### config.mk
export PLATFORM = sky130hd
export DESIGN_NAME = status_frame_button_decoder_top
export DESIGN_NICKNAME = d
export VERILOG_FILES = /design/src/hw/rtl/sfbd_pkg.sv /design/src/hw/rtl/status_frame_button_decoder_top.sv /design/src/hw/rtl/sfbd_front.sv /design/src/hw/rtl/sfbd_queue.sv /design/src/hw/rtl/sfbd_back.sv
export SDC_FILE = /design/constraint.sdc
export NUM_CORES = 1
export LEC_CHECK = 0
export ABC_CLOCK_PERIOD_IN_PS = 29300
export BUFFER_PORTS_ARGS = -buffer_cell sky130_fd_sc_hd__buf_2
export CORE_ASPECT_RATIO = 1.25
export CORE_MARGIN = 5
export CORE_UTILIZATION = 55
export DETAILED_ROUTE_END_ITERATION = 8
export GPL_TIMING_DRIVEN = 0
export HOLD_SLACK_MARGIN = 0.06
export PLACE_DENSITY = 0.71
export SLEW_MARGIN = 20
export SYNTH_ARGS = -nofsm -noshare
export SYNTH_HDL_FRONTEND = slang
export SYNTH_SLANG_ARGS = --single-unit
### constraint.sdc
create_clock -name clock -period 29.3 [get_ports clock]
set_input_delay 2.93 -clock clock [delete_from_list [all_inputs] [get_ports clock]]
set_output_delay 2.93 -clock clock [all_outputs]
set_load 0.01 [all_outputs]
### src/hw/rtl/sfbd_pkg.sv
// ----------------------------------------------------------------------------
// sfbd_pkg
// Shared types and constants of the status frame button decoder: frame
// layout, button bit positions, register indexes and reset values.
// ----------------------------------------------------------------------------
package sfbd_pkg;

   // frame layout
   localparam int FRAME_BYTES      = 13;
   localparam int NUM_SENSORS      = 4;
   localparam int PAYLOAD_BYTES    = FRAME_BYTES - 1;
   localparam int BUTTON_WORD_POS  = 2 * NUM_SENSORS;
   localparam int BATTERY_WORD_POS = BUTTON_WORD_POS + 2;
   localparam int BYTE_COUNT_W     = 4;
   localparam logic [BYTE_COUNT_W-1:0] BYTE_COUNT_MAX = 4'd15;
   localparam logic [7:0]              CHECKSUM_GOOD  = 8'hFF;

   // battery conversion
   localparam int BATTERY_COUNT_W = 10;
   localparam int BATTERY_SHIFT   = 10;
   localparam int RECHARGE_BIT    = 15;

   // button bits
   localparam int BTN_ENTER_BIT  = 0;
   localparam int BTN_LEFT_BIT   = 1;
   localparam int BTN_RIGHT_BIT  = 2;
   localparam int BTN_ESCAPE_BIT = 3;

   // queue between front and back
   localparam int QUEUE_DEPTH_DEFAULT = 2;

   // configuration port
   localparam int CSR_INDEX_W = 3;
   localparam int CSR_DATA_W  = 16;

   typedef enum logic [CSR_INDEX_W-1:0] {
      CSR_DEBOUNCE_RELOAD  = 3'd0,
      CSR_LEFT_THRESHOLD   = 3'd1,
      CSR_RIGHT_THRESHOLD  = 3'd2,
      CSR_ESCAPE_THRESHOLD = 3'd3,
      CSR_ENTER_THRESHOLD  = 3'd4,
      CSR_ENTER_OFFSET     = 3'd5,
      CSR_BATTERY_SCALE    = 3'd6
   } csr_index_type;

   // register reset values
   localparam logic [7:0]  DEBOUNCE_RELOAD_RESET  = 8'd25;
   localparam logic [15:0] LEFT_THRESHOLD_RESET   = 16'd60;
   localparam logic [15:0] RIGHT_THRESHOLD_RESET  = 16'd270;
   localparam logic [15:0] ESCAPE_THRESHOLD_RESET = 16'd720;
   localparam logic [15:0] ENTER_THRESHOLD_RESET  = 16'd1500;
   localparam logic [15:0] ENTER_OFFSET_RESET     = 16'd2047;
   localparam logic [15:0] BATTERY_SCALE_RESET    = 16'd14180;

   typedef struct packed {
      logic [7:0]  debounce_reload;
      logic [15:0] left_threshold;
      logic [15:0] right_threshold;
      logic [15:0] escape_threshold;
      logic [15:0] enter_threshold;
      logic [15:0] enter_offset;
      logic [15:0] battery_scale;
   } cfg_type;

   typedef struct packed {
      logic [7:0] rx_byte;
      logic       frame_last;
   } req_type;

   typedef struct packed {
      logic        frame_good;
      logic [3:0]  buttons;
      logic [15:0] adc_zero;
      logic [15:0] adc_one;
      logic [15:0] adc_two;
      logic [15:0] adc_three;
      logic [15:0] battery_mv;
      logic        rechargeable;
      logic [31:0] good_frames;
      logic [31:0] bad_frames;
   } rsp_type;

   // one finished frame as handed from front to back
   typedef struct packed {
      logic                          good;
      logic [PAYLOAD_BYTES-1:0][7:0] payload;
   } frame_rec_type;

   // queue handshake between modules
   typedef struct packed {
      logic push;
      logic pop;
   } queue_ctrl_type;

   typedef struct packed {
      logic full;
      logic not_empty;
   } queue_status_type;

endpackage

### src/hw/rtl/status_frame_button_decoder_top.sv
// ----------------------------------------------------------------------------
// status_frame_button_decoder_top
// Status frame receiver with button decode: configuration registers, byte
// collector, record queue and frame processor.
// ----------------------------------------------------------------------------
// The result of a frame is registered twice after the edge that accepts its final
// byte: the queue registers the record, then the back registers the result.
// Throughput: one byte per cycle; a frame result per cycle from the back while the receiver does not stall.
// The front stalls only while the record queue is full.
// Synchronous reset clears counters, held readings and button state and
// loads the register reset values; no clearing pass is needed.
module status_frame_button_decoder_top
   import sfbd_pkg::*;
#(
   parameter int QUEUE_DEPTH = QUEUE_DEPTH_DEFAULT
) (
   input  logic                   clock,
   input  logic                   reset,
   input  logic                   req_valid,
   output logic                   req_stall,
   input  req_type                req_data,
   output logic                   rsp_valid,
   input  logic                   rsp_stall,
   output rsp_type                rsp_data,
   input  logic                   csr_wr_en,
   input  logic [CSR_INDEX_W-1:0] csr_index,
   input  logic [CSR_DATA_W-1:0]  csr_wdata
);

   cfg_type          cfg_ff, cfg_in;
   queue_ctrl_type   queue_ctrl;
   queue_status_type queue_status;
   frame_rec_type    push_rec;
   frame_rec_type    pop_rec;

   // configuration register writes
   always_comb begin
      cfg_in = cfg_ff;
      if (csr_wr_en) begin
         unique case (csr_index_type'(csr_index))
            CSR_DEBOUNCE_RELOAD:  cfg_in.debounce_reload  = csr_wdata[7:0];
            CSR_LEFT_THRESHOLD:   cfg_in.left_threshold   = csr_wdata;
            CSR_RIGHT_THRESHOLD:  cfg_in.right_threshold  = csr_wdata;
            CSR_ESCAPE_THRESHOLD: cfg_in.escape_threshold = csr_wdata;
            CSR_ENTER_THRESHOLD:  cfg_in.enter_threshold  = csr_wdata;
            CSR_ENTER_OFFSET:     cfg_in.enter_offset     = csr_wdata;
            CSR_BATTERY_SCALE:    cfg_in.battery_scale    = csr_wdata;
            default:              cfg_in = cfg_ff;
         endcase
      end
   end

   always_ff @(posedge clock) begin
      if (reset) begin
         cfg_ff.debounce_reload  <= DEBOUNCE_RELOAD_RESET;
         cfg_ff.left_threshold   <= LEFT_THRESHOLD_RESET;
         cfg_ff.right_threshold  <= RIGHT_THRESHOLD_RESET;
         cfg_ff.escape_threshold <= ESCAPE_THRESHOLD_RESET;
         cfg_ff.enter_threshold  <= ENTER_THRESHOLD_RESET;
         cfg_ff.enter_offset     <= ENTER_OFFSET_RESET;
         cfg_ff.battery_scale    <= BATTERY_SCALE_RESET;
      end else begin
         cfg_ff <= cfg_in;
      end
   end

   // byte collector
   sfbd_front u_front (
      .clock      (clock),
      .reset      (reset),
      .req_valid  (req_valid),
      .req_stall  (req_stall),
      .req_data   (req_data),
      .queue_full (queue_status.full),
      .queue_push (queue_ctrl.push),
      .queue_rec  (push_rec)
   );

   // record queue
   sfbd_queue #(
      .DEPTH (QUEUE_DEPTH)
   ) u_queue (
      .clock    (clock),
      .reset    (reset),
      .ctrl     (queue_ctrl),
      .push_rec (push_rec),
      .status   (queue_status),
      .pop_rec  (pop_rec)
   );

   // frame processor
   sfbd_back u_back (
      .clock           (clock),
      .reset           (reset),
      .cfg             (cfg_ff),
      .queue_not_empty (queue_status.not_empty),
      .rec             (pop_rec),
      .queue_pop       (queue_ctrl.pop),
      .rsp_valid       (rsp_valid),
      .rsp_stall       (rsp_stall),
      .rsp_data        (rsp_data)
   );

endmodule

### src/hw/rtl/sfbd_front.sv
// ----------------------------------------------------------------------------
// sfbd_front
// Byte collector: stores payload bytes, keeps length and checksum, and
// pushes one frame record into the queue on each marked final byte.
// ----------------------------------------------------------------------------
module sfbd_front
   import sfbd_pkg::*;
(
   input  logic          clock,
   input  logic          reset,
   input  logic          req_valid,
   output logic          req_stall,
   input  req_type       req_data,
   input  logic          queue_full,
   output logic          queue_push,
   output frame_rec_type queue_rec
);

   logic [BYTE_COUNT_W-1:0] byte_count_ff, byte_count_in;
   logic [7:0]              sum_ff, sum_in;
   logic [7:0]              pending_ff [PAYLOAD_BYTES];
   logic                    accept;
   logic [7:0]              sum_next;

   // stall while the queue cannot take a record
   assign req_stall = queue_full;
   assign accept    = req_valid && !req_stall;
   assign sum_next  = sum_ff + req_data.rx_byte;

   // length and checksum tracking
   always_comb begin
      byte_count_in = byte_count_ff;
      sum_in        = sum_ff;
      if (accept) begin
         if (req_data.frame_last) begin
            byte_count_in = '0;
            sum_in        = '0;
         end else begin
            sum_in = sum_next;
            if (byte_count_ff != BYTE_COUNT_MAX) begin
               byte_count_in = byte_count_ff + 1'b1;
            end
         end
      end
   end

   always_ff @(posedge clock) begin
      if (reset) begin
         byte_count_ff <= '0;
         sum_ff        <= '0;
      end else begin
         byte_count_ff <= byte_count_in;
         sum_ff        <= sum_in;
      end
   end

   // payload byte store
   always_ff @(posedge clock) begin
      if (accept && (byte_count_ff < BYTE_COUNT_W'(PAYLOAD_BYTES))) begin
         pending_ff[byte_count_ff] <= req_data.rx_byte;
      end
   end

   // frame record toward the back
   assign queue_push = accept && req_data.frame_last;

   always_comb begin
      queue_rec.good = (byte_count_ff == BYTE_COUNT_W'(PAYLOAD_BYTES)) &&
                       (sum_next == CHECKSUM_GOOD);
      for (int i = 0; i < PAYLOAD_BYTES; i++) begin
         queue_rec.payload[i] = pending_ff[i];
      end
   end

endmodule

### src/hw/rtl/sfbd_queue.sv
// ----------------------------------------------------------------------------
// sfbd_queue
// Short first-in first-out queue of frame records between front and back.
// ----------------------------------------------------------------------------
module sfbd_queue
   import sfbd_pkg::*;
#(
   parameter int DEPTH = QUEUE_DEPTH_DEFAULT
) (
   input  logic             clock,
   input  logic             reset,
   input  queue_ctrl_type   ctrl,
   input  frame_rec_type    push_rec,
   output queue_status_type status,
   output frame_rec_type    pop_rec
);

   localparam int PTR_W = (DEPTH > 1) ? $clog2(DEPTH) : 1;
   localparam int CNT_W = $clog2(DEPTH + 1);

   frame_rec_type    entry_ff [DEPTH];
   logic [PTR_W-1:0] wr_ptr_ff, wr_ptr_in;
   logic [PTR_W-1:0] rd_ptr_ff, rd_ptr_in;
   logic [CNT_W-1:0] count_ff, count_in;

   assign status.full      = (count_ff == CNT_W'(DEPTH));
   assign status.not_empty = (count_ff != '0);
   assign pop_rec          = entry_ff[rd_ptr_ff];

   // pointer and fill tracking
   always_comb begin
      wr_ptr_in = wr_ptr_ff;
      rd_ptr_in = rd_ptr_ff;
      count_in  = count_ff;
      if (ctrl.push) begin
         wr_ptr_in = (wr_ptr_ff == PTR_W'(DEPTH - 1)) ? '0 : wr_ptr_ff + 1'b1;
      end
      if (ctrl.pop) begin
         rd_ptr_in = (rd_ptr_ff == PTR_W'(DEPTH - 1)) ? '0 : rd_ptr_ff + 1'b1;
      end
      if (ctrl.push && !ctrl.pop) begin
         count_in = count_ff + 1'b1;
      end else if (ctrl.pop && !ctrl.push) begin
         count_in = count_ff - 1'b1;
      end
   end

   always_ff @(posedge clock) begin
      if (reset) begin
         wr_ptr_ff <= '0;
         rd_ptr_ff <= '0;
         count_ff  <= '0;
      end else begin
         wr_ptr_ff <= wr_ptr_in;
         rd_ptr_ff <= rd_ptr_in;
         count_ff  <= count_in;
      end
   end

   // entry storage
   always_ff @(posedge clock) begin
      if (ctrl.push) begin
         entry_ff[wr_ptr_ff] <= push_rec;
      end
   end

   // checks
   a_no_overflow: assert property (@(posedge clock) disable iff (reset)
      status.full |-> !ctrl.push || ctrl.pop)
      else $error("queue push while full");

   a_no_underflow: assert property (@(posedge clock) disable iff (reset)
      ctrl.pop |-> status.not_empty)
      else $error("queue pop while empty");

endmodule

### src/hw/rtl/sfbd_back.sv
// ----------------------------------------------------------------------------
// sfbd_back
// Frame processor: takes frame records, updates held readings and counters,
// runs the button ladder and debounce, and registers the request result.
// ----------------------------------------------------------------------------
module sfbd_back
   import sfbd_pkg::*;
(
   input  logic          clock,
   input  logic          reset,
   input  cfg_type       cfg,
   input  logic          queue_not_empty,
   input  frame_rec_type rec,
   output logic          queue_pop,
   output logic          rsp_valid,
   input  logic          rsp_stall,
   output rsp_type       rsp_data
);

   logic [15:0] held_adc_ff [NUM_SENSORS];
   logic [15:0] held_adc_in [NUM_SENSORS];
   logic [15:0] held_battery_ff, held_battery_in;
   logic [15:0] last_word_ff, last_word_in;
   logic [3:0]  candidate_ff, candidate_in;
   logic [7:0]  debounce_ff, debounce_in;
   logic [3:0]  stable_ff, stable_in;
   logic [31:0] good_count_ff, good_count_in;
   logic [31:0] bad_count_ff, bad_count_in;
   logic        rsp_valid_ff, rsp_valid_in;
   rsp_type     rsp_ff, rsp_in;

   logic [15:0] button_word;
   logic [15:0] ladder_word;
   logic [3:0]  pattern;
   logic [BATTERY_COUNT_W+15:0] battery_product;

   // take a record when the output register is free or being drained
   assign queue_pop = queue_not_empty && (!rsp_valid_ff || !rsp_stall);
   assign button_word = {rec.payload[BUTTON_WORD_POS + 1], rec.payload[BUTTON_WORD_POS]};

   // frame bookkeeping and button decode
   always_comb begin
      for (int i = 0; i < NUM_SENSORS; i++) begin
         held_adc_in[i] = held_adc_ff[i];
      end
      held_battery_in = held_battery_ff;
      last_word_in    = last_word_ff;
      candidate_in    = candidate_ff;
      debounce_in     = debounce_ff;
      stable_in       = stable_ff;
      good_count_in   = good_count_ff;
      bad_count_in    = bad_count_ff;
      pattern         = '0;
      ladder_word     = button_word;
      if (queue_pop) begin
         if (rec.good) begin
            good_count_in = good_count_ff + 1'b1;
            for (int i = 0; i < NUM_SENSORS; i++) begin
               held_adc_in[i] = {rec.payload[2*i + 1], rec.payload[2*i]};
            end
            held_battery_in = {rec.payload[BATTERY_WORD_POS + 1],
                               rec.payload[BATTERY_WORD_POS]};
            if ((button_word > cfg.left_threshold) || (stable_ff != '0)) begin
               if (button_word != last_word_ff) begin
                  // noisy word: only remembered
                  last_word_in = button_word;
               end else begin
                  // threshold ladder with enter chording
                  if (button_word > cfg.enter_threshold) begin
                     pattern[BTN_ENTER_BIT] = 1'b1;
                     ladder_word = button_word - cfg.enter_offset;
                  end
                  if (ladder_word > cfg.escape_threshold) begin
                     pattern[BTN_ESCAPE_BIT] = 1'b1;
                  end else if (ladder_word > cfg.right_threshold) begin
                     pattern[BTN_RIGHT_BIT] = 1'b1;
                  end else if (ladder_word > cfg.left_threshold) begin
                     pattern[BTN_LEFT_BIT] = 1'b1;
                  end
                  // debounce
                  if (pattern != candidate_ff) begin
                     debounce_in  = cfg.debounce_reload;
                     candidate_in = pattern;
                  end else if (debounce_ff != '0) begin
                     debounce_in = debounce_ff - 1'b1;
                  end else begin
                     stable_in = candidate_ff;
                  end
               end
            end
         end else begin
            bad_count_in = bad_count_ff + 1'b1;
         end
      end
   end

   // result assembly
   assign battery_product = held_battery_in[BATTERY_COUNT_W-1:0] * cfg.battery_scale;

   always_comb begin
      rsp_valid_in = rsp_valid_ff;
      rsp_in       = rsp_ff;
      if (queue_pop) begin
         rsp_valid_in        = 1'b1;
         rsp_in.frame_good   = rec.good;
         rsp_in.buttons      = stable_in;
         rsp_in.adc_zero     = held_adc_in[0];
         rsp_in.adc_one      = held_adc_in[1];
         rsp_in.adc_two      = held_adc_in[2];
         rsp_in.adc_three    = held_adc_in[3];
         rsp_in.battery_mv   = battery_product[BATTERY_SHIFT +: 16];
         rsp_in.rechargeable = held_battery_in[RECHARGE_BIT];
         rsp_in.good_frames  = good_count_in;
         rsp_in.bad_frames   = bad_count_in;
      end else if (!rsp_stall) begin
         rsp_valid_in = 1'b0;
      end
   end

   // state registers
   always_ff @(posedge clock) begin
      if (reset) begin
         for (int i = 0; i < NUM_SENSORS; i++) begin
            held_adc_ff[i] <= '0;
         end
         held_battery_ff <= '0;
         last_word_ff    <= '0;
         candidate_ff    <= '0;
         debounce_ff     <= DEBOUNCE_RELOAD_RESET;
         stable_ff       <= '0;
         good_count_ff   <= '0;
         bad_count_ff    <= '0;
         rsp_valid_ff    <= 1'b0;
      end else begin
         for (int i = 0; i < NUM_SENSORS; i++) begin
            held_adc_ff[i] <= held_adc_in[i];
         end
         held_battery_ff <= held_battery_in;
         last_word_ff    <= last_word_in;
         candidate_ff    <= candidate_in;
         debounce_ff     <= debounce_in;
         stable_ff       <= stable_in;
         good_count_ff   <= good_count_in;
         bad_count_ff    <= bad_count_in;
         rsp_valid_ff    <= rsp_valid_in;
      end
   end

   // result payload register
   always_ff @(posedge clock) begin
      rsp_ff <= rsp_in;
   end

   assign rsp_valid = rsp_valid_ff;
   assign rsp_data  = rsp_ff;

   // checks
   a_stable_on_good: assert property (@(posedge clock) disable iff (reset)
      !$stable(stable_ff) |-> $past(reset) || $past(queue_pop && rec.good))
      else $error("stable buttons changed without a good frame");

   a_one_count_per_frame: assert property (@(posedge clock) disable iff (reset)
      queue_pop |=> 32'(good_count_ff + bad_count_ff) ==
                    32'($past(good_count_ff + bad_count_ff) + 32'd1))
      else $error("frame counters out of step");

   a_result_after_pop: assert property (@(posedge clock) disable iff (reset)
      queue_pop |=> rsp_valid_ff && (rsp_ff.buttons == stable_ff))
      else $error("result not registered after frame was taken");

   a_counters_idle: assert property (@(posedge clock) disable iff (reset)
      !queue_pop |=> $stable(good_count_ff) && $stable(bad_count_ff))
      else $error("counters moved without a frame");

endmodule

# --- Word level (Yosys, flattened, before mapping) ---
# Memory sizes are Yosys's and may differ from the RTL's. A register that Yosys moved wholly into a read port is not among the register bits.
# Cells that the tools add are included.
op_classes:
  magnitude_cmp: 6
  n_mul: 1
  bitwise: 5
  reduce_logical: 33
  add_sub_neg: 10
  mux: 61
  n_eq_ne: 13
ops:
  columns: ["operator", "count"]
  rows:
  - ["16-bit 2-to-1 mux", 11]
  - ["32-bit 2-to-1 mux", 4]
  - ["64-bit 2-to-1 mux", 2]
  - ["16-bit > comparator", 5]
  - ["32-bit by 1-bit adder with 32-bit output (second input constant)", 2]
  - ["4-bit 2-to-1 mux", 8]
  - ["10-bit by 16-bit multiplier with 26-bit output", 1]
  - ["1-bit 2-to-1 mux", 26]
  - ["8-bit 2-to-1 mux", 3]
  - ["2-bit AND reduction", 9]
  - ["16-bit != test", 1]
  - ["16-bit subtractor", 1]
  - ["2-bit 2-to-1 mux", 7]
  - ["5-bit AND reduction", 2]
  - ["3-bit equality test (second input constant)", 3]
  - ["8-bit adder", 1]
  - ["8-bit equality test (second input constant)", 1]
  - ["2-bit nonzero test", 4]
  - ["8-bit nonzero test", 1]
  - ["8-bit by 1-bit subtractor with 8-bit output (second input constant)", 1]
  - ["1-bit logical AND", 7]
  - ["3-bit by 2-bit equality test with 1-bit output (second input constant)", 2]
  - ["1-bit logical NOT", 5]
  - ["4-bit by 1-bit adder with 4-bit output (second input constant)", 1]
  - ["other kinds (16)", 21]
word_totals:
  ff_bits: 383
  memories: 3
  wordCells: 163
  ramBits: 354
  output_inout_bits: 152
  input_bits: 33
memory_table:
  columns: ["name", "words", "word_bits", "rd", "rd_clocked_by_memory_dff", "wr", "line", "source"]
  rows:
  - ["u_queue.entry_ff", 2, 97, 1, 1, 1, "sfbd_queue.sv:21", "frame_rec_type entry_ff [DEPTH];"]
  - ["u_front.pending_ff", 12, 8, 12, 0, 1, "sfbd_front.sv:21", "logic [7:0] pending_ff [PAYLOAD_BYTES];"]
  - ["u_back.held_adc_ff", 4, 16, 4, 0, 4, "sfbd_back.sv:20", "logic [15:0] held_adc_ff [NUM_SENSORS];"]

# --- Longest topological paths before layout ---
depth:
  word_depth: 20
  depth_mapped: 32
  depth_no_buf: 28

# --- By module ---
# Synthesis repeated with hierarchy kept, for this count alone.
hier_totals:
  cells_unflattened: 2962
  area_unflattened_um2: 34892.2
modules_own_cells:
  columns: ["mod", "area_each_um2", "n_inst", "seq_area_each_um2", "cells_each"]
  rows:
  - ["sfbd_back", 19613.8, 1, 7947.6, 2037]
  - ["sfbd_queue", 7324.5, 1, 5925.7, 324]
  - ["status_frame_button_decoder_top", 4085.2, 1, 2082.0, 382]
  - ["sfbd_front", 3868.7, 1, 3123.0, 219]

# --- Worst setup path before layout ---
# Ideal clock, no wire load.
synth_path:
  path_kind: "input to register"
  from: "input port rsp_stall"
  to: "register u_back.rsp_ff, in the netlist u_back.rsp_data[80], data pin"
  arrival_ns: 13.156
  setup_ns: 0.260
  required_ns: 29.040
  n_path_buf: 4
  setup_slack_ns: 15.884
  cell_stages: 31
  cell_sequence: "o2bb2ai_1 > inv_1 > nand2_1 > clkbuf_1 > clkbuf_1 > clkbuf_1 > o21ai_1 > clkbuf_1 > nand2_1 > fa_1 > inv_1 > fa_1 > inv_1 > fa_1 > inv_1 > fa_1 > inv_1 > fa_1 > inv_1 > ha_1 > a21o_1 > a21oi_1 > o21ai_0 > a21o_1 > o21a_1 > o21ai_0 > a21boi_0 > o41ai_1 > o2111ai_1 > a21oi_1 > xnor2_1"
synth_via:
  elab_chain_cells: 5
synth_rtl:
  columns: ["element", "line", "source"]
  rows:
  - ["start: declaration", "status_frame_button_decoder_top.sv:23", "input logic rsp_stall,"]
  - ["1-bit logical NOT", "sfbd_back.sv:38", "assign queue_pop = queue_not_empty && (!rsp_valid_ff || !rsp_stall);"]
  - ["1-bit logical OR", "sfbd_back.sv:38", null]
  - ["1-bit logical AND", "sfbd_back.sv:38", null]
  - ["via u_back.queue_pop", "sfbd_back.sv:14", "output logic queue_pop,"]
  - ["16-bit 2-to-1 mux", "sfbd_back.sv:55", "if (queue_pop) begin"]
  - ["10-bit by 16-bit multiplier with 26-bit output", "sfbd_back.sv:98", "assign battery_product = held_battery_in[BATTERY_COUNT_W-1:0] * cfg.battery_scale;"]
  - ["via u_back.battery_product[25]", "sfbd_back.sv:35", "logic [BATTERY_COUNT_W+15:0] battery_product;"]
  - ["end signal: assignment", "sfbd_back.sv:151", "rsp_ff <= rsp_in;"]
  - ["end: declaration", "sfbd_back.sv:30", "rsp_type rsp_ff, rsp_in;"]
# The timed path passes the listed nets, and every way through them passes these cells.
# A chain may end at the register's enable or synchronous reset.

# --- Worst setup path in the final report ---
# Same ends and word-level chain as after synthesis.

==> run_results.csv <==
group,metric,value,unit
floorplan,core_region_area,59680,µm²
sta,hold_slack,0.4389,ns
critical_path,cp.required,29.66,ns
worst_hold_path,hold_end,"u_queue.entry_ff[0][50]",
cts,cts_tree,"done",
critical_path,r2r_end,"u_back.rsp_data[80]",
sta,max_freq,75.09,MHz
layout,syn2layout_area_growth,13.32,%
logic_synthesis,netlist_instances,2886,
floorplan,ioPinCount,185,
pwr,share_comb_of_total_power,34.5,%
detailed_routing,drt_wl_total,77.24,mm
critical_path,slowest_delay,0.87,ns
logic_synthesis,yosysWarnings,0,
placement,gp_congestion,0.9318,
sta,relSlewSlack,30.27,%
detailed_routing,detail-route-antenna-nets,0,
cts,cts_sinks,718,
detailed_routing,wl_per_cell,19.44,µm
sta,period_minus_slack,13.32,ns
cts,ctsResizeCount,0,
worst_hold_path,hold_class,"reg2reg",
sta,worst_slack,15.98,ns
logic_synthesis,async_reset_ff_share,0,%
critical_path,worstRegToRegCells,33,
sta,setup_violations,0,
floorplan,num_rows,100,
detailed_routing,drt_first_pass_iters,5,
layout,fin_nets,3462,
placement,io_buffers,181,
critical_path,crit_type,"in2reg",
logic_synthesis,netlist_area,33250,µm²
placement,dpl_cell_area,35300,µm²
pwr,p_leak,15.10,nW
layout,layout_commonest_cell,"edfxtp_1",
cts,numCtsBuffers,69,
pwr,p_clk_share,26.8,%
cts,clk_pin_slew,0.06,ns
pwr,switching_share,34.11,%
pwr,power,3.458,mW
logic_synthesis,synth_top_area_cell,"edfxtp_1",
detailed_routing,drt-vias-per-instance,5.488,
placement,hpwl,55.98,mm
sta,drv_slew,0,
grt,grt_pass1_wl,121.4,mm
sta,final_hold_viol_count,0,
pwr,peakVddDrop,0.07620,mV
layout,layout_common_cells,"edfxtp_1 (425), nand2_1 (406), dfxtp_1 (293)",
sta,setup_tns,0,ns
critical_path,reg2reg_setup_slack,17.73,ns
critical_path,cp-end-kind,"register",
outcome,outcome,"finished clean",
logic_synthesis,ys.flop_type,"edfxtp_1",
floorplan,die_x,229.9,µm
pwr,p_int,2.278,mW
detailed_routing,drc,0,
grt,grt_usage,23.31,%
floorplan,start_util,55.72,%
logic_synthesis,ys_types,66,
grt,antenna_found_initial,3,
logic_synthesis,synth_top_area_share,38.38,%
pwr,p_per_area,91.76,nW/µm²
placement,dp_worst_setup_slack,15.31,ns
layout,instances_no_fill,3973,
worst_hold_path,hold_path_startpoint,"u_front.pending_ff[6][2]",
logic_synthesis,syn_avg_cell_area,11.52,µm²
pwr,p_sw,1.179,mW
logic_synthesis,synth_edf_count,425,
worst_hold_path,hold_depth,0,
critical_path,worstPathArrival,13.67,ns
critical_path,rr_startpoint,"u_queue.count_ff[0]",
floorplan,dieArea,65510,µm²
pwr,power_frac_seq,38.6,%
floorplan,die_h,284.9,µm
logic_synthesis,ys_seq_area_share,56.02,%
sta,tightest_slew,1.032,ns
critical_path,slowest_stage,"o41ai_1",
placement,dp_cells,3846,
critical_path,cp_max_fo,102,
logic_synthesis,synth_area_leaders,"edfxtp_1 (38%), dfxtp_1 (18%), fa_1 (6.7%)",
layout,fin_area,37680,µm²
sta,fin_crit_sh,45.45,%
sta,rsz0062_at_grt,"false",
grt,grt_max_degree,103,
logic_synthesis,syn-num-nets,3196,
detailed_routing,first_iter_violations,1331,
grt,grt_pass1_vias,22550,
cts,clk_latency,0.61,ns
sta,fin_skew,0.02334,ns
cts,postCtsSetupRepairBufs,0,
critical_path,startpoint_type,"input port",
cts,clockBufferDepth,3,
logic_synthesis,synth-seq-cells,718,
job,max-cap-violations,0,
layout,final_util,63.14,%
cts,ctsHoldBuffers,0,
cts,cts-root-buf,"clkbuf_16",
cts,htreeDepth,3,
detailed_routing,vias,21800,
layout,drive_gt1_share,10.36,%
grt,overflow,0,
==> metal layers <==
layer	up-vias	GRT usage, %	wire length (µm)
met5	-	0	0
met2	599	41.39	39320
met3	161	2.866	3646
met4	0	8.791	2619
li1	10410	-	-
met1	10640	29.33	31660
==> layout make-up <==
type	instances	area, µm²
clock inverter	37	490.5
antenna	2	5.005
buffer	115	450.4
timing repair buffer	195	1066
clock buffer	88	1886
fill	4612	22000
sequential	718	18630
tap	765	957.2
multi-input combinational	1826	13340
inverter	227	859.6
==> cell families after synthesis <==
kind of cell,share of synthesized area [%]
AO/OA/AOI/OAI,6.690
XOR/XNOR,3.187
adder cells (fa/ha/maj),12.93
buffers and inverters,3.913
flip-flops,56.02
multiplexers,3.578
AND/OR/NAND/NOR,13.69
==> how the worst max path moves through the flow <==
stage / end / cells after the start / slack [ns] / startpoint
2_1_floorplan: u_back.rsp_data[80] / 31 / 15.88 / rsp_stall
3_3_place_gp: u_back.rsp_data[80] / 32 / 10.78 / rsp_stall
3_5_place_dp: u_back.rsp_data[80] / 34 / 15.31 / rsp_stall
4_1_cts: u_back.rsp_data[80] / 34 / 15.93 / rsp_stall
5_1_grt: u_back.rsp_data[80] / 34 / 15.37 / rsp_stall
6_report: u_back.rsp_data[80] / 34 / 15.98 / rsp_stall
==> synth_stat cells (all sizes together) (30+ instances only) <==
library cell	count
edfxtp	425
nand2	406
dfxtp	293
inv	226
and2	186
ha	166
a21oi	124
nor2	116
o21ai	113
fa	111
clkbuf	107
mux2i	105
xnor2	73
nor2b	49
xor2	48
nand3	47
nand4	40
o211ai	33
a21o	30
==> sequential cells by signal, indices dropped and copies added (netlist names), 8 cells and up, named ones only <==
name / count
u_back.rsp_data: 150
u_back.held_adc_ff: 64
u_back.good_count_ff: 32
cfg_ff: 104
u_front.pending_ff: 91
u_queue.entry_ff: 184
u_back.debounce_ff: 8
u_back.bad_count_ff: 32
u_back.last_word_ff: 16
u_back.held_battery_ff: 11
u_front.sum_ff: 8
==> worst max-delay path: cells and delay by family <==
| kind | cells | cell delay, ns |
|---|---|---|
| AO/OA/AOI/OAI | 12 | 3.59 |
| XOR/XNOR | 1 | 0.08 |
| adder cells (fa/ha/maj) | 6 | 3.05 |
| buffers and inverters | 12 | 3.27 |
| AND/OR/NAND/NOR | 3 | 0.68 |
==> power by group through the flow <==
stage	combinational (mW)	sequential [mW]	clock (mW)
finish	1.19	1.34	0.927
global route	1.35	1.35	0.985
CTS	1.21	1.34	0.943
detailed placement	1.20	1.36	0
global placement	1.15	1.38	0
floorplan	0.766	1.41	0
Note: power is estimated with default switching activity, not from simulation.
